### src/rtl/mtoh_pkg.sv
`timescale 1ns / 1ps
`default_nettype none
// -----------------------------------------------------------------------------
// Motion-triggered output hold: shared definitions
// Field widths, codes, pin mask and the beat types passed between stages.
// -----------------------------------------------------------------------------
package mtoh_pkg;

   localparam int unsigned NUM_INPUTS  = 4;
   localparam int unsigned PIN_W       = 4;
   localparam int unsigned OP_W        = 2;
   localparam int unsigned MS_W        = 32;
   localparam int unsigned MODE_W      = 2;
   localparam int unsigned CSR_IDX_W   = 2;
   localparam int unsigned CSR_DATA_W  = 32;
   localparam int unsigned REQ_DATA_W  = 40;
   localparam int unsigned RSP_DATA_W  = 40;

   localparam logic [MS_W-1:0] MIN_HOLD_MS   = 32'd1000;
   localparam logic [MS_W-1:0] MAX_HOLD_MS   = 32'd3600000;
   localparam logic [MS_W-1:0] RESET_HOLD_MS = 32'd60000;

   localparam logic [PIN_W-1:0] PIN_MASK = (NUM_INPUTS >= PIN_W) ? {PIN_W{1'b1}} :
      PIN_W'((32'd1 << NUM_INPUTS) - 32'd1);

   localparam logic [OP_W-1:0] OP_CHECK     = 2'd0;
   localparam logic [OP_W-1:0] OP_READ      = 2'd1;
   localparam logic [OP_W-1:0] OP_CLEAR_TLM = 2'd2;

   localparam logic [MODE_W-1:0] MODE_OFF    = 2'd0;
   localparam logic [MODE_W-1:0] MODE_ON     = 2'd1;
   localparam logic [MODE_W-1:0] MODE_MOTION = 2'd2;

   localparam logic [CSR_IDX_W-1:0] REG_MODE          = 2'd0;
   localparam logic [CSR_IDX_W-1:0] REG_HOLD_MS       = 2'd1;
   localparam logic [CSR_IDX_W-1:0] REG_MULTI_TRIGGER = 2'd2;
   localparam logic [CSR_IDX_W-1:0] REG_HAS_OUTPUTS   = 2'd3;

   typedef struct packed {
      logic [OP_W-1:0]  operation;
      logic [MS_W-1:0]  now_ms;
      logic [PIN_W-1:0] motion_pins;
   } req_type;

   typedef struct packed {
      logic            output_on;
      logic            motion_report;
      logic            telemetry_motion;
      logic [MS_W-1:0] hold_left_ms;
   } rsp_type;

endpackage
`default_nettype wire

### src/rtl/mtoh_in_reg.sv
`timescale 1ns / 1ps
`default_nettype none
// -----------------------------------------------------------------------------
// Motion-triggered output hold: input register
// Holds one request beat until the core and result register can take it.
// -----------------------------------------------------------------------------
module mtoh_in_reg (
   input  wire logic             clock,
   input  wire logic             reset,
   input  wire logic             in_valid,
   output      logic             in_ready,
   input  wire mtoh_pkg::req_type in_data,
   output      logic             out_valid,
   input  wire logic             out_ready,
   output      mtoh_pkg::req_type out_data
);
   import mtoh_pkg::*;

   logic    valid_ff;
   logic    valid_in;
   req_type data_ff;

   assign in_ready  = !valid_ff || out_ready;
   assign out_valid = valid_ff;
   assign out_data  = data_ff;
   assign valid_in  = in_valid || (valid_ff && !out_ready);

   always_ff @(posedge clock) begin
      if (reset) begin
         valid_ff <= 1'b0;
      end else if (in_ready) begin
         valid_ff <= valid_in;
      end
   end

   always_ff @(posedge clock) begin
      if (in_valid && in_ready) begin
         data_ff <= in_data;
      end
   end

endmodule
`default_nettype wire

### src/rtl/mtoh_core.sv
`timescale 1ns / 1ps
`default_nettype none
// -----------------------------------------------------------------------------
// Motion-triggered output hold: control core
// Configuration registers, sticky flags, hold timer state and result logic.
// -----------------------------------------------------------------------------
module mtoh_core (
   input  wire logic                               clock,
   input  wire logic                               reset,
   input  wire logic                               step,
   input  wire mtoh_pkg::req_type                  req,
   input  wire logic                               csr_write,
   input  wire logic [mtoh_pkg::CSR_IDX_W-1:0]     csr_index,
   input  wire logic [mtoh_pkg::CSR_DATA_W-1:0]    csr_wdata,
   output      mtoh_pkg::rsp_type                  rsp
);
   import mtoh_pkg::*;

   function automatic logic [MS_W-1:0] clamp_hold(input logic [MS_W-1:0] v);
      logic [MS_W-1:0] r;
      r = v;
      if (v < MIN_HOLD_MS) begin
         r = MIN_HOLD_MS;
      end else if (v > MAX_HOLD_MS) begin
         r = MAX_HOLD_MS;
      end
      return r;
   endfunction

   logic [MODE_W-1:0] mode_ff;
   logic [MS_W-1:0]   hold_ms_ff;
   logic              multi_ff;
   logic              has_out_ff;

   logic              disp_ff, disp_in;
   logic              tlm_ff, tlm_in;
   logic              last_ff, last_in;
   logic [MS_W-1:0]   stamp_ff, stamp_in;
   logic              level_ff, level_in;

   logic              motion;
   logic              report;
   logic              active;
   logic              in_hold;
   logic [MS_W-1:0]   elapsed;
   logic [MS_W-1:0]   left_elapsed;
   logic [MS_W-1:0]   hold_left;
   logic [MODE_W-1:0] new_mode;

   assign new_mode = csr_wdata[MODE_W-1:0];

   always_comb begin
      motion       = |(req.motion_pins & PIN_MASK);
      disp_in      = disp_ff;
      tlm_in       = tlm_ff;
      last_in      = last_ff;
      stamp_in     = stamp_ff;
      level_in     = level_ff;
      report       = 1'b0;
      elapsed      = req.now_ms - stamp_ff;
      active       = (stamp_ff != '0);
      in_hold      = active && (elapsed < hold_ms_ff) && (elapsed != '0);
      case (req.operation)
         OP_CHECK: begin
            if (motion) begin
               disp_in = 1'b1;
               tlm_in  = 1'b1;
            end
            if ((mode_ff == MODE_MOTION) && has_out_ff) begin
               if (active && motion && multi_ff) begin
                  stamp_in = req.now_ms;
               end
               if (!in_hold && (motion != last_ff)) begin
                  last_in  = motion;
                  level_in = motion;
                  stamp_in = motion ? req.now_ms : '0;
               end
            end
         end
         OP_READ: begin
            report  = disp_ff || motion;
            disp_in = 1'b0;
         end
         OP_CLEAR_TLM: begin
            tlm_in = 1'b0;
         end
         default: begin
         end
      endcase
      left_elapsed = req.now_ms - stamp_in;
      if ((stamp_in != '0) && (hold_ms_ff > left_elapsed)) begin
         hold_left = hold_ms_ff - left_elapsed;
      end else begin
         hold_left = '0;
      end
      rsp.output_on        = level_in;
      rsp.motion_report    = report;
      rsp.telemetry_motion = tlm_in;
      rsp.hold_left_ms     = hold_left;
   end

   always_ff @(posedge clock) begin
      if (reset) begin
         mode_ff    <= MODE_MOTION;
         hold_ms_ff <= RESET_HOLD_MS;
         multi_ff   <= 1'b0;
         has_out_ff <= 1'b1;
         disp_ff    <= 1'b0;
         tlm_ff     <= 1'b0;
         last_ff    <= 1'b0;
         stamp_ff   <= '0;
         level_ff   <= 1'b0;
      end else if (csr_write) begin
         case (csr_index)
            REG_MODE: begin
               mode_ff  <= new_mode;
               stamp_ff <= '0;
               last_ff  <= 1'b0;
               level_ff <= (new_mode != MODE_OFF) && (new_mode != MODE_MOTION);
            end
            REG_HOLD_MS: begin
               hold_ms_ff <= clamp_hold(csr_wdata[MS_W-1:0]);
            end
            REG_MULTI_TRIGGER: begin
               multi_ff <= csr_wdata[0];
            end
            REG_HAS_OUTPUTS: begin
               has_out_ff <= csr_wdata[0];
            end
            default: begin
            end
         endcase
      end else if (step) begin
         disp_ff  <= disp_in;
         tlm_ff   <= tlm_in;
         last_ff  <= last_in;
         stamp_ff <= stamp_in;
         level_ff <= level_in;
      end
   end

endmodule
`default_nettype wire

### src/rtl/mtoh_out_reg.sv
`timescale 1ns / 1ps
`default_nettype none
// -----------------------------------------------------------------------------
// Motion-triggered output hold: result register
// Holds one result beat; takes a new one whenever the slot is free or draining.
// -----------------------------------------------------------------------------
module mtoh_out_reg (
   input  wire logic              clock,
   input  wire logic              reset,
   input  wire logic              in_valid,
   output      logic              in_ready,
   input  wire mtoh_pkg::rsp_type in_data,
   output      logic              out_valid,
   input  wire logic              out_ready,
   output      mtoh_pkg::rsp_type out_data
);
   import mtoh_pkg::*;

   logic    valid_ff;
   rsp_type data_ff;

   assign in_ready  = !valid_ff || out_ready;
   assign out_valid = valid_ff;
   assign out_data  = data_ff;

   always_ff @(posedge clock) begin
      if (reset) begin
         valid_ff <= 1'b0;
      end else if (in_ready) begin
         valid_ff <= in_valid;
      end
   end

   always_ff @(posedge clock) begin
      if (in_valid && in_ready) begin
         data_ff <= in_data;
      end
   end

endmodule
`default_nettype wire

### src/rtl/motion_triggered_output_hold_top.sv
`timescale 1ns / 1ps
`default_nettype none
// -----------------------------------------------------------------------------
// Motion-triggered output hold controller
// Checks motion pins, keeps sticky display and telemetry flags, and drives an
// output that is held for a programmable time after a motion edge.
//
//   Channel  Direction  Beat contents
//   req      in         tdata: now_ms, motion_pins; tuser: operation
//   rsp      out        tdata: output_on, motion_report, telemetry_motion,
//                       hold_left_ms
//   csr      in         csr_index selects the register, csr_wdata is the value
//
// One beat is accepted per cycle unless the result slot stalls. The core does the
// state update and remaining-time subtraction combinationally between the input
// and result registers. Reset is synchronous and restores the register defaults.
// A stalled result slot stalls the input register, which then stalls req.
// -----------------------------------------------------------------------------
module motion_triggered_output_hold_top (
   input  wire logic                             clock,
   input  wire logic                             reset,
   input  wire logic                             req_tvalid,
   output      logic                             req_tready,
   // [31:0] now_ms, [35:32] motion_pins, [39:36] zero
   input  wire logic [mtoh_pkg::REQ_DATA_W-1:0]  req_tdata,
   // [1:0] operation
   input  wire logic [mtoh_pkg::OP_W-1:0]        req_tuser,
   output      logic                             rsp_tvalid,
   input  wire logic                             rsp_tready,
   // [0] output_on, [1] motion_report, [2] telemetry_motion,
   // [34:3] hold_left_ms, [39:35] zero
   output      logic [mtoh_pkg::RSP_DATA_W-1:0]  rsp_tdata,
   input  wire logic                             csr_valid,
   output      logic                             csr_ready,
   input  wire logic [mtoh_pkg::CSR_IDX_W-1:0]   csr_index,
   input  wire logic [mtoh_pkg::CSR_DATA_W-1:0]  csr_wdata
);
   import mtoh_pkg::*;

   req_type in_beat;
   req_type core_req;
   rsp_type core_rsp;
   rsp_type out_beat;
   logic    core_valid;
   logic    core_ready;

   assign in_beat.operation   = req_tuser;
   assign in_beat.now_ms      = req_tdata[MS_W-1:0];
   assign in_beat.motion_pins = req_tdata[MS_W+PIN_W-1:MS_W];

   assign csr_ready = 1'b1;

   mtoh_in_reg u_in_reg (
      .clock     (clock),
      .reset     (reset),
      .in_valid  (req_tvalid),
      .in_ready  (req_tready),
      .in_data   (in_beat),
      .out_valid (core_valid),
      .out_ready (core_ready),
      .out_data  (core_req)
   );

   mtoh_core u_core (
      .clock     (clock),
      .reset     (reset),
      .step      (core_valid && core_ready),
      .req       (core_req),
      .csr_write (csr_valid && csr_ready),
      .csr_index (csr_index),
      .csr_wdata (csr_wdata),
      .rsp       (core_rsp)
   );

   mtoh_out_reg u_out_reg (
      .clock     (clock),
      .reset     (reset),
      .in_valid  (core_valid),
      .in_ready  (core_ready),
      .in_data   (core_rsp),
      .out_valid (rsp_tvalid),
      .out_ready (rsp_tready),
      .out_data  (out_beat)
   );

   assign rsp_tdata = {5'd0, out_beat.hold_left_ms, out_beat.telemetry_motion,
                       out_beat.motion_report, out_beat.output_on};

endmodule
`default_nettype wire

### config.mk
export PLATFORM = sky130hd
export DESIGN_NAME = motion_triggered_output_hold_top
export DESIGN_NICKNAME = d
export VERILOG_FILES = /design/src/rtl/mtoh_pkg.sv /design/src/rtl/mtoh_in_reg.sv /design/src/rtl/mtoh_core.sv /design/src/rtl/mtoh_out_reg.sv /design/src/rtl/motion_triggered_output_hold_top.sv
export SDC_FILE = /design/constraint.sdc
export NUM_CORES = 1
export LEC_CHECK = 0
export ABC_AREA = 1
export CAP_MARGIN = 20
export CORE_MARGIN = 4
export CORE_UTILIZATION = 60
export CTS_CLUSTER_SIZE = 24
export DETAILED_ROUTE_END_ITERATION = 8
export DONT_BUFFER_PORTS = 1
export PLACE_DENSITY = 0.82
export SKIP_CTS_REPAIR_TIMING = 1
export SYNTH_ARGS = -nofsm -noshare
export SYNTH_HDL_FRONTEND = slang
export SYNTH_SLANG_ARGS = --single-unit
### constraint.sdc
create_clock -name clock -period 19.4 [get_ports clock]
set_input_delay 0.97 -clock clock [delete_from_list [all_inputs] [get_ports clock]]
set_output_delay 0.97 -clock clock [all_outputs]
set_load 0.03 [all_outputs]
==> run_results.csv, run 1 <==
group,metric,value,unit
outcome,outcome,"finished, final reports clean",
placement,port_buf_inserts,0,
global_route,overflow,0,
logic_synthesis,avgSynthCellArea,6.60,µm²
die,die_h,157,µm
global_route,grt_first_pass_wirelength,60600,µm
placement,gp_congestion,1.01,
die,cell_rows,54,
finish,drive_gt1_share,4.58,%
timing,layout_setup_ws,9.24,ns
setup_path,regToRegEndpoint,"u_out_reg.out_data[30]",
power_and_ir_drop,leakage,6.77,nW
routing,detail-route-antenna-nets,0,
hold_path,hold_path_class,"flip-flop to flip-flop",
logic_synthesis,ys_warn_count,0,
setup_path,worst_path_max_delay_cell,"a21boi_0",
finish,antenna_cells,0,
logic_synthesis,postSynth.topFlopCell,"dfxtp_1",
placement,dp_hpwl,29800,µm
placement,place_ws,9.51,ns
logic_synthesis,ys_seq_elements,147,
routing,vias,13100,
setup_path,critPathMaxStageDelay,0.57,ns
logic_synthesis,synthesis.area,13300,µm²
routing,drt_iter0_markers,1216,
global_route,via_count_of_the_first_global_routing_pass,12200,
power_and_ir_drop,vdd_ir_drop_max,0.0599,mV
setup_path,worstSetupPathType,"flip-flop to flip-flop",
setup_path,r2r_cells,49,
hold_path,worst_hold_startpoint,"u_core.has_out_ff",
clock_tree,worst_skew_pair_later_pin_latency,0.43,ns
die,effective_utilization_at_floorplan,60.9,%
clock_tree,path_clk_slew,0.07,ns
setup_path,rrSetupSlack,9.24,ns
logic_synthesis,synth_seq_area_share,27.6,%
timing,rsz0062_at_grt,"no",
timing,worst_pin_slew,0.985,ns
timing,final.period_utilization,52.4,%
global_route,grt_max_degree,66,
timing,fin_skew,0.0114,ns
routing,drt-vias-per-instance,5.72,
setup_path,worstPathArrival,10.44,ns
timing,slew_headroom,34.1,%
timing,final.setup.tns,0,ns
hold_path,whs_path_depth,2,
die,overall_die_width,157,µm
routing,wirelength,37900,µm
logic_synthesis,synth_enable_flop_cells,73,
job,drv.max_cap_violation_count,0,
clock_tree,tritoncts_clock_tree,"yes",
setup_path,critical_path_peak_fanout,34,
clock_tree,sinks_on_the_clock_net,147,
placement,placed_cells_incl_taps,2256,
finish,final_cells,2288,
timing,final-setup-viol-count,0,
routing,wl_per_cell,16.5,µm
finish,final_nets,2204,
timing,timing_hold_violations_final,0,
clock_tree,clockBufferDepth,2,
routing,firstDrtPassIters,6,
setup_path,critical_path.most_common_cell,"nand2_1",
global_route,gr-usage-all-layers,30.8,%
timing,max_freq,98.4,MHz
hold_path,timing.hold.worst_endpoint,"u_core.has_out_ff",
finish,syn2layout_area_growth,5.88,%
logic_synthesis,synthCells,2013,
global_route,antenna_violations_before_repair,0,
logic_synthesis,async_flop_share,0,%
timing,timing.final.max_slew_violations,0,
routing,route.detailed.drc,0,
timing,worst_hold_slack,0.475,ns
die,io_pins,124,
clock_tree,cts_h_tree_lvls,4,
clock_tree,clk_root_buffer_cell,"clkbuf_16",
setup_path,critical_path.reg2reg.startpoint,"u_in_reg.out_data[4]",
logic_synthesis,synth_cell_type_count,47,
timing,final.min_clock_period,10.16,ns
setup_path,critPathLaunchType,"flip-flop",
die,die_area,24600,µm²
clock_tree,numCtsBuffers,17,
die,core,21800,µm²
power_and_ir_drop,post-layout-total-power,1.06,mW
setup_path,endpoint_kind_of_the_worst_setup_timing_path,"flip-flop",
setup_path,timing.critical_path.required,19.69,ns
power_and_ir_drop,power.density,75.4,nW/µm²
cell families (layout without fill, tap and decap cells):
logic type	count (synthesis)	in the layout	share of synthesized area, %
xor gates and xnor gates	72	72	4.74
adders and majority gates	128	128	12.2
and+or+nand+nor	972	972	31.2
other	2	6	0.0565
AOI/OAI and AO/OA	314	314	12.9
DFF	147	147	27.6
buffers and inverters	378	369	11.2
power by group:
| group | total, mW | leakage (nW) | switching (mW) | internal [mW] |
|---|---|---|---|---|
| logic | 0.381 | 5.19 | 0.251 | 0.129 |
| registers | 0.352 | 1.31 | 0.0146 | 0.338 |
| clock network | 0.328 | 0.271 | 0.157 | 0.171 |
flip-flops by register name (all words and copies together), names as in the netlist:
register,count
u_core.level_ff,1
u_core.tlm_ff,1
u_core.hold_ms_ff,32
u_core.stamp_ff,32
u_core.has_out_ff,1
u_out_reg.out_data,35
u_core.last_ff,1
u_in_reg.out_data,38
u_core.multi_ff,1
u_core.mode_ff,2
u_out_reg.out_valid,1
u_core.disp_ff,1
u_in_reg.out_valid,1
layer usage:
layer  track usage (%)  vias to the layer above  share of wire (%)
met4              8.88                        0                2.0
met5                 0                        -                  0
met1              43.5                     5931                 45
met2              48.8                      595                 44
met3              4.84                       60                9.1
li1                  -                     6499                  -
through the flow:
step | cell area [µm²] | utilization [%]
after floorplan | 13300 | -
after global placement | 13500 | 61.9
after detailed placement | 13500 | 61.9
after CTS | 14100 | 64.5
after global routing | 14100 | 64.5
final | 14100 | 64.5
cell type report:
class	count	area, µm²
clock inverter	14	144
timing repair buffer	10	75.1
multi-input combinational	1492	8170
fill	1941	7750
tap	280	350
sequential	147	3670
clock buffer	18	429
inverter	327	1230
how the worst max path moves through the flow:
| stage | start | endpoint |
|---|---|---|
| after detailed placement | u_in_reg.out_data[4] | u_out_reg.out_data[30] |
| final | u_in_reg.out_data[4] | u_out_reg.out_data[30] |
| after floorplan | u_in_reg.out_data[4] | u_out_reg.out_data[30] |
| after global routing | u_in_reg.out_data[4] | u_out_reg.out_data[30] |
| after CTS | u_in_reg.out_data[4] | u_out_reg.out_data[30] |
| after global placement | u_in_reg.out_data[4] | u_out_reg.out_data[30] |
critical path, delay by kind of cell, from the launching register on:
kind | cells | cell delay (ns)
xor+xnor | 2 | 0.39
compound gates | 16 | 4.10
buf+inv | 6 | 0.80
simple gates | 20 | 2.66
fa+ha+maj | 5 | 1.58
flops | 1 | 0.46
placed cells by master, fill, tap and decap left out, types with 13 or more instances in the layout:
cell type | synthesis | layout
nand2_1 | 552 | 552
nor4_1 | 13 | 13
xor2_1 | 40 | 40
xnor2_1 | 32 | 31
o21ai_0 | 101 | 101
ha_1 | 125 | 125
nor3_1 | 24 | 23
nand4_1 | 25 | 25
nand3_1 | 149 | 148
clkbuf_16 | 0 | 17
nor2_1 | 160 | 159
a21oi_1 | 154 | 154
inv_1 | 325 | 325
nor2_2 | 24 | 24
dfxtp_1 | 74 | 74
edfxtp_1 | 73 | 73
synthesized netlist by cell type, types with 6 or more instances:
cell	number	share of area, %
dfxtp_1	74	11
nor2_2	24	1.1
a221oi_1	6	0.40
o211ai_1	7	0.40
a21boi_0	9	0.51
xor2_1	40	2.6
nand3_1	149	5.6
xnor2_1	32	2.1
ha_1	125	12
buf_4	6	0.34
clkbuf_1	32	0.90
nor3_1	24	0.90
o21a_1	7	0.40
buf_6	6	0.51
nand2_1	552	16
a21oi_1	154	5.8
o21bai_1	7	0.40
o21ai_0	101	3.8
a21o_1	6	0.34
edfxtp_1	73	16
nand4_1	25	1.2
nand2_2	9	0.42
a31oi_1	9	0.42
nor4_1	13	0.61
inv_1	325	9.2
nor2_1	160	4.5
No activity file was read; power rests on OpenSTA's default activity.
==> inputs of run 2 (changes only) <==
==> constraint.sdc (replaced) <==
create_clock -name clock -period 10 [get_ports clock]
set_input_delay 0.5 -clock clock [delete_from_list [all_inputs] [get_ports clock]]
set_output_delay 0.5 -clock clock [all_outputs]
set_load 0.03 [all_outputs]
==> run_results.csv, run 2 (synthesis results as in run 1) <==
group,metric,value,unit
setup_path,critical_path.most_common_cell,"nand2_1",
clock_tree,sinks_on_the_clock_net,147,
global_route,grt_max_degree,66,
routing,wl_per_cell,17.0,µm
placement,port_buf_inserts,0,
global_route,overflow,0,
routing,drt_iter0_markers,999,
die,io_pins,124,
timing,max_freq,112,MHz
timing,timing.final.max_slew_violations,0,
finish,syn2layout_area_growth,6.61,%
setup_path,worst_path_max_delay_cell,"edfxtp_1",
setup_path,critPathLaunchType,"flip-flop",
clock_tree,cts_h_tree_lvls,4,
finish,fin_util,64.9,%
die,die_h,157,µm
routing,route.detailed.drc,0,
global_route,antenna_violations_before_repair,0,
die,effective_utilization_at_floorplan,60.9,%
placement,place_ws,1.20,ns
clock_tree,tritoncts_clock_tree,"yes",
power_and_ir_drop,power.density,149,nW/µm²
setup_path,timing.critical_path.required,10.18,ns
finish,filler_cell_count,2001,
routing,vias,13100,
hold_path,whs_path_depth,1,
clock_tree,clockBufferDepth,2,
setup_path,critPathMaxStageDelay,0.47,ns
routing,wirelength,39000,µm
routing,detail-route-antenna-nets,0,
setup_path,critical_path_peak_fanout,32,
timing,fin_skew,0.0131,ns
timing,slew_headroom,31.9,%
finish,final_cells,2293,
timing,final.min_clock_period,8.97,ns
setup_path,worstSetupPathType,"flip-flop to flip-flop",
routing,drt-vias-per-instance,5.73,
job,drv.max_cap_violation_count,0,
outcome,outcome,"finished, final reports clean",
setup_path,regToRegEndpoint,"u_out_reg.out_data[4]",
finish,largest_reg_flops,38,
placement,gp_congestion,0.981,
setup_path,r2r_cells,51,
timing,final.period_utilization,89.7,%
timing,layout_setup_ws,1.03,ns
placement,dp_hpwl,30800,µm
finish,drive_gt1_share,4.87,%
clock_tree,worst_skew_pair_later_pin_latency,0.44,ns
routing,firstDrtPassIters,6,
timing,timing_hold_violations_final,0,
die,die_area,24600,µm²
placement,placed_cells_incl_taps,2261,
die,cell_rows,54,
finish,final_nets,2210,
global_route,gr-usage-all-layers,31.5,%
timing,rsz0062_at_grt,"no",
setup_path,worstPathArrival,9.15,ns
finish,antenna_cells,0,
die,overall_die_width,157,µm
global_route,via_count_of_the_first_global_routing_pass,12200,
finish,final_design_area_no_fill,14200,µm²
clock_tree,numCtsBuffers,17,
power_and_ir_drop,leakage,6.83,nW
global_route,grt_first_pass_wirelength,61300,µm
clock_tree,path_clk_slew,0.07,ns
setup_path,critical_path.reg2reg.startpoint,"u_in_reg.out_data[4]",
setup_path,endpoint_kind_of_the_worst_setup_timing_path,"flip-flop",
hold_path,worst_hold_startpoint,"reset",
hold_path,hold_path_class,"primary input to flip-flop",
power_and_ir_drop,vdd_ir_drop_max,0.112,mV
timing,final-setup-viol-count,0,
timing,final.setup.tns,0,ns
timing,worst_pin_slew,1.02,ns
finish,final_common_cell,"nand2_1",
placement,placedInstanceArea,13600,µm²
setup_path,rrSetupSlack,1.03,ns
die,core,21800,µm²
hold_path,timing.hold.worst_endpoint,"u_core.stamp_ff[0]",
finish,layout.cells.most_common_list,"nand2_1 (552), inv_1 (325), nor2_1 (159), a21oi_1 (154), nand3_1 (148)",
clock_tree,clk_root_buffer_cell,"clkbuf_16",
==> run 2: critical path: cells and delay by family, from the launching register on <==
| family | cells | cell delay (ns) |
|---|---|---|
| simple gates | 29 | 3.21 |
| compound gates | 12 | 2.53 |
| fa+ha+maj | 5 | 1.62 |
| buf+inv | 4 | 0.61 |
| flops | 1 | 0.47 |
| xor+xnor | 1 | 0.23 |
==> run 2: layout make-up <==
| cell class | instances | area [µm²] | share of cell area (%) |
|---|---|---|---|
| timing repair buffer | 16 | 153 | 1.08 |
| clock inverter | 14 | 166 | 1.17 |
| multi-input combinational | 1492 | 8170 | 57.7 |
| tap | 280 | 350 | 2.47 |
| inverter | 327 | 1230 | 8.66 |
| sequential | 147 | 3670 | 25.9 |
| clock buffer | 17 | 425 | 3.00 |
==> run 2: report_power, final <==
group	switching [mW]	internal [mW]
sequential	0.0290	0.655
clock	0.298	0.374
combinational	0.491	0.259
==> run 2: per-stage QoR <==
step	hold WS [ns]	total power, mW
floorplan	0.425	1.25
global placement	0.448	1.40
detailed placement	0.459	1.43
CTS	0.118	2.10
global route	0.118	2.22
finish	0.128	2.11
==> run 2: layer usage <==
metal / vias up / GRT usage, % / wire length (µm)
met3: 76 / 4.65 / 3770
met4: 0 / 8.55 / 797
li1: 6523 / - / -
met5: - / 0 / 0
met2: 626 / 51.0 / 17400
met1: 5920 / 44.0 / 17000
==> run 2: worst max path at each step <==
stage	from	endpoint	slack [ns]	cells after the start
floorplan	u_in_reg.out_data[4]	u_out_reg.out_data[30]	2.86	48
global route	u_in_reg.out_data[4]	u_out_reg.out_data[11]	0.03	52
CTS	u_in_reg.out_data[4]	u_out_reg.out_data[4]	1.13	51
finish	u_in_reg.out_data[4]	u_out_reg.out_data[4]	1.03	51
detailed placement	u_in_reg.out_data[4]	u_out_reg.out_data[4]	1.20	51
global placement	u_in_reg.out_data[4]	u_out_reg.out_data[3]	1.41	52
==> inputs of run 3 (changes only) <==
==> constraint.sdc (replaced) <==
create_clock -name clock -period 10.6 [get_ports clock]
set_input_delay 0.53 -clock clock [delete_from_list [all_inputs] [get_ports clock]]
set_output_delay 0.53 -clock clock [all_outputs]
set_load 0.03 [all_outputs]
==> run_results.csv, run 3 (synthesis results as in run 1) <==
group,metric,value,unit
setup_path,worstSetupPathType,"flip-flop to flip-flop",
routing,route.detailed.drc,0,
global_route,grt_first_pass_wirelength,59500,µm
clock_tree,worst_skew_pair_later_pin_latency,0.43,ns
placement,placedInstanceArea,13500,µm²
clock_tree,sinks_on_the_clock_net,147,
hold_path,hold_path_class,"primary input to flip-flop",
timing,final-setup-viol-count,0,
routing,vias,13000,
timing,final.period_utilization,88.9,%
setup_path,critical_path.most_common_cell,"nand2_1",
timing,slew_headroom,26.5,%
die,overall_die_width,157,µm
finish,syn2layout_area_growth,6.34,%
global_route,via_count_of_the_first_global_routing_pass,12000,
clock_tree,clk_root_buffer_cell,"clkbuf_16",
placement,port_buf_inserts,0,
power_and_ir_drop,power.density,139,nW/µm²
clock_tree,numCtsBuffers,17,
global_route,grt_max_degree,66,
clock_tree,tritoncts_clock_tree,"yes",
global_route,gr-usage-all-layers,30.6,%
routing,drt_iter0_markers,1258,
setup_path,critPathLaunchType,"flip-flop",
finish,drive_gt1_share,4.63,%
clock_tree,cts_h_tree_lvls,4,
finish,final_common_cell,"nand2_1",
timing,rsz0062_at_grt,"no",
setup_path,worst_path_max_delay_cell,"nand2_4",
setup_path,timing.critical_path.required,10.77,ns
finish,largest_reg_flops,38,
clock_tree,path_clk_slew,0.07,ns
die,die_h,157,µm
clock_tree,clockBufferDepth,2,
job,drv.max_cap_violation_count,0,
timing,timing.final.max_slew_violations,0,
timing,timing_hold_violations_final,0,
global_route,antenna_violations_before_repair,0,
routing,drt-vias-per-instance,5.69,
setup_path,critical_path_peak_fanout,34,
finish,final_design_area_no_fill,14100,µm²
die,io_pins,124,
routing,wl_per_cell,16.6,µm
setup_path,critPathMaxStageDelay,0.48,ns
power_and_ir_drop,vdd_ir_drop_max,0.0977,mV
finish,antenna_cells,0,
setup_path,worstPathArrival,9.59,ns
timing,max_freq,106,MHz
die,cell_rows,54,
finish,layout.cells.most_common_list,"nand2_1 (552), inv_1 (325), nor2_1 (159), a21oi_1 (154), nand3_1 (148)",
placement,gp_congestion,0.979,
timing,worst_pin_slew,1.10,ns
timing,fin_skew,0.0104,ns
timing,layout_setup_ws,1.18,ns
die,core,21800,µm²
routing,detail-route-antenna-nets,0,
finish,fin_util,64.8,%
routing,firstDrtPassIters,5,
timing,final.min_clock_period,9.42,ns
routing,wirelength,38000,µm
placement,dp_hpwl,30100,µm
die,effective_utilization_at_floorplan,60.9,%
finish,filler_cell_count,1980,
outcome,outcome,"finished, final reports clean",
placement,place_ws,1.38,ns
setup_path,endpoint_kind_of_the_worst_setup_timing_path,"flip-flop",
global_route,overflow,0,
timing,final.setup.tns,0,ns
die,die_area,24600,µm²
finish,final_nets,2205,
power_and_ir_drop,leakage,6.81,nW
## run 3: cell types whose count changed in the layout (fill, tap and decap cells not counted), sizes merged
cell	delta
buf	-5
clkinv	-1
clkbuf	+1
inv	+1
## run 3: worst max-delay path: cells and delay by family, from the launching register on
kind | cells | cell delay (ns)
flip-flops | 1 | 0.46
AND/OR/NAND/NOR | 21 | 3.04
adder cells (fa/ha/maj) | 5 | 1.62
buffers and inverters | 4 | 0.32
XOR/XNOR | 1 | 0.18
AO/OA/AOI/OAI | 15 | 3.51
## run 3: power breakdown
group          switching (mW)  internal (mW)  total, mW
clock                   0.276          0.355      0.631
sequential             0.0290          0.618      0.647
combinational           0.451          0.237      0.688
## run 3: per-stage QoR
step / instances / hold slack, ns / total power, mW
5_1_grt: 2289 / 0.154 / 2.08
6_report: 2289 / 0.168 / 1.97
4_1_cts: 2289 / 0.156 / 1.96
3_5_place_dp: 2257 / 0.461 / 1.33
2_1_floorplan: 2017 / 0.425 / 1.18
3_3_place_gp: 2255 / 0.447 / 1.31
## run 3: routing by layer
| layer | up-vias | track usage [%] | share of wire [%] |
|---|---|---|---|
| met5 | - | 0 | 0 |
| met4 | 0 | 11.9 | 3.2 |
| met3 | 81 | 5.37 | 9.5 |
| met2 | 592 | 47.5 | 43 |
| met1 | 5852 | 42.5 | 44 |
| li1 | 6509 | - | - |
## run 3: layout make-up
| type | instances | area, µm² | share of cell area [%] |
|---|---|---|---|
| clock buffers | 18 | 429 | 3.04 |
| repair buffers | 11 | 115 | 0.814 |
| well taps | 280 | 350 | 2.48 |
| multi-input cells | 1492 | 8170 | 57.8 |
| flip-flops and latches | 147 | 3670 | 26.0 |
| clock inverters | 14 | 165 | 1.17 |
| inverters | 327 | 1230 | 8.68 |
## run 3: final timing paths
path	start	endpoint	slack, ns	cells past startpoint
worst min register to register	u_core.multi_ff	u_core.multi_ff	0.47	2
worst max register to register	u_in_reg.out_data[4]	u_out_reg.out_data[6]	1.18	46
worst min-delay path	reset	u_core.stamp_ff[0]	0.17	1
worst max-delay path	u_in_reg.out_data[4]	u_out_reg.out_data[6]	1.18	46
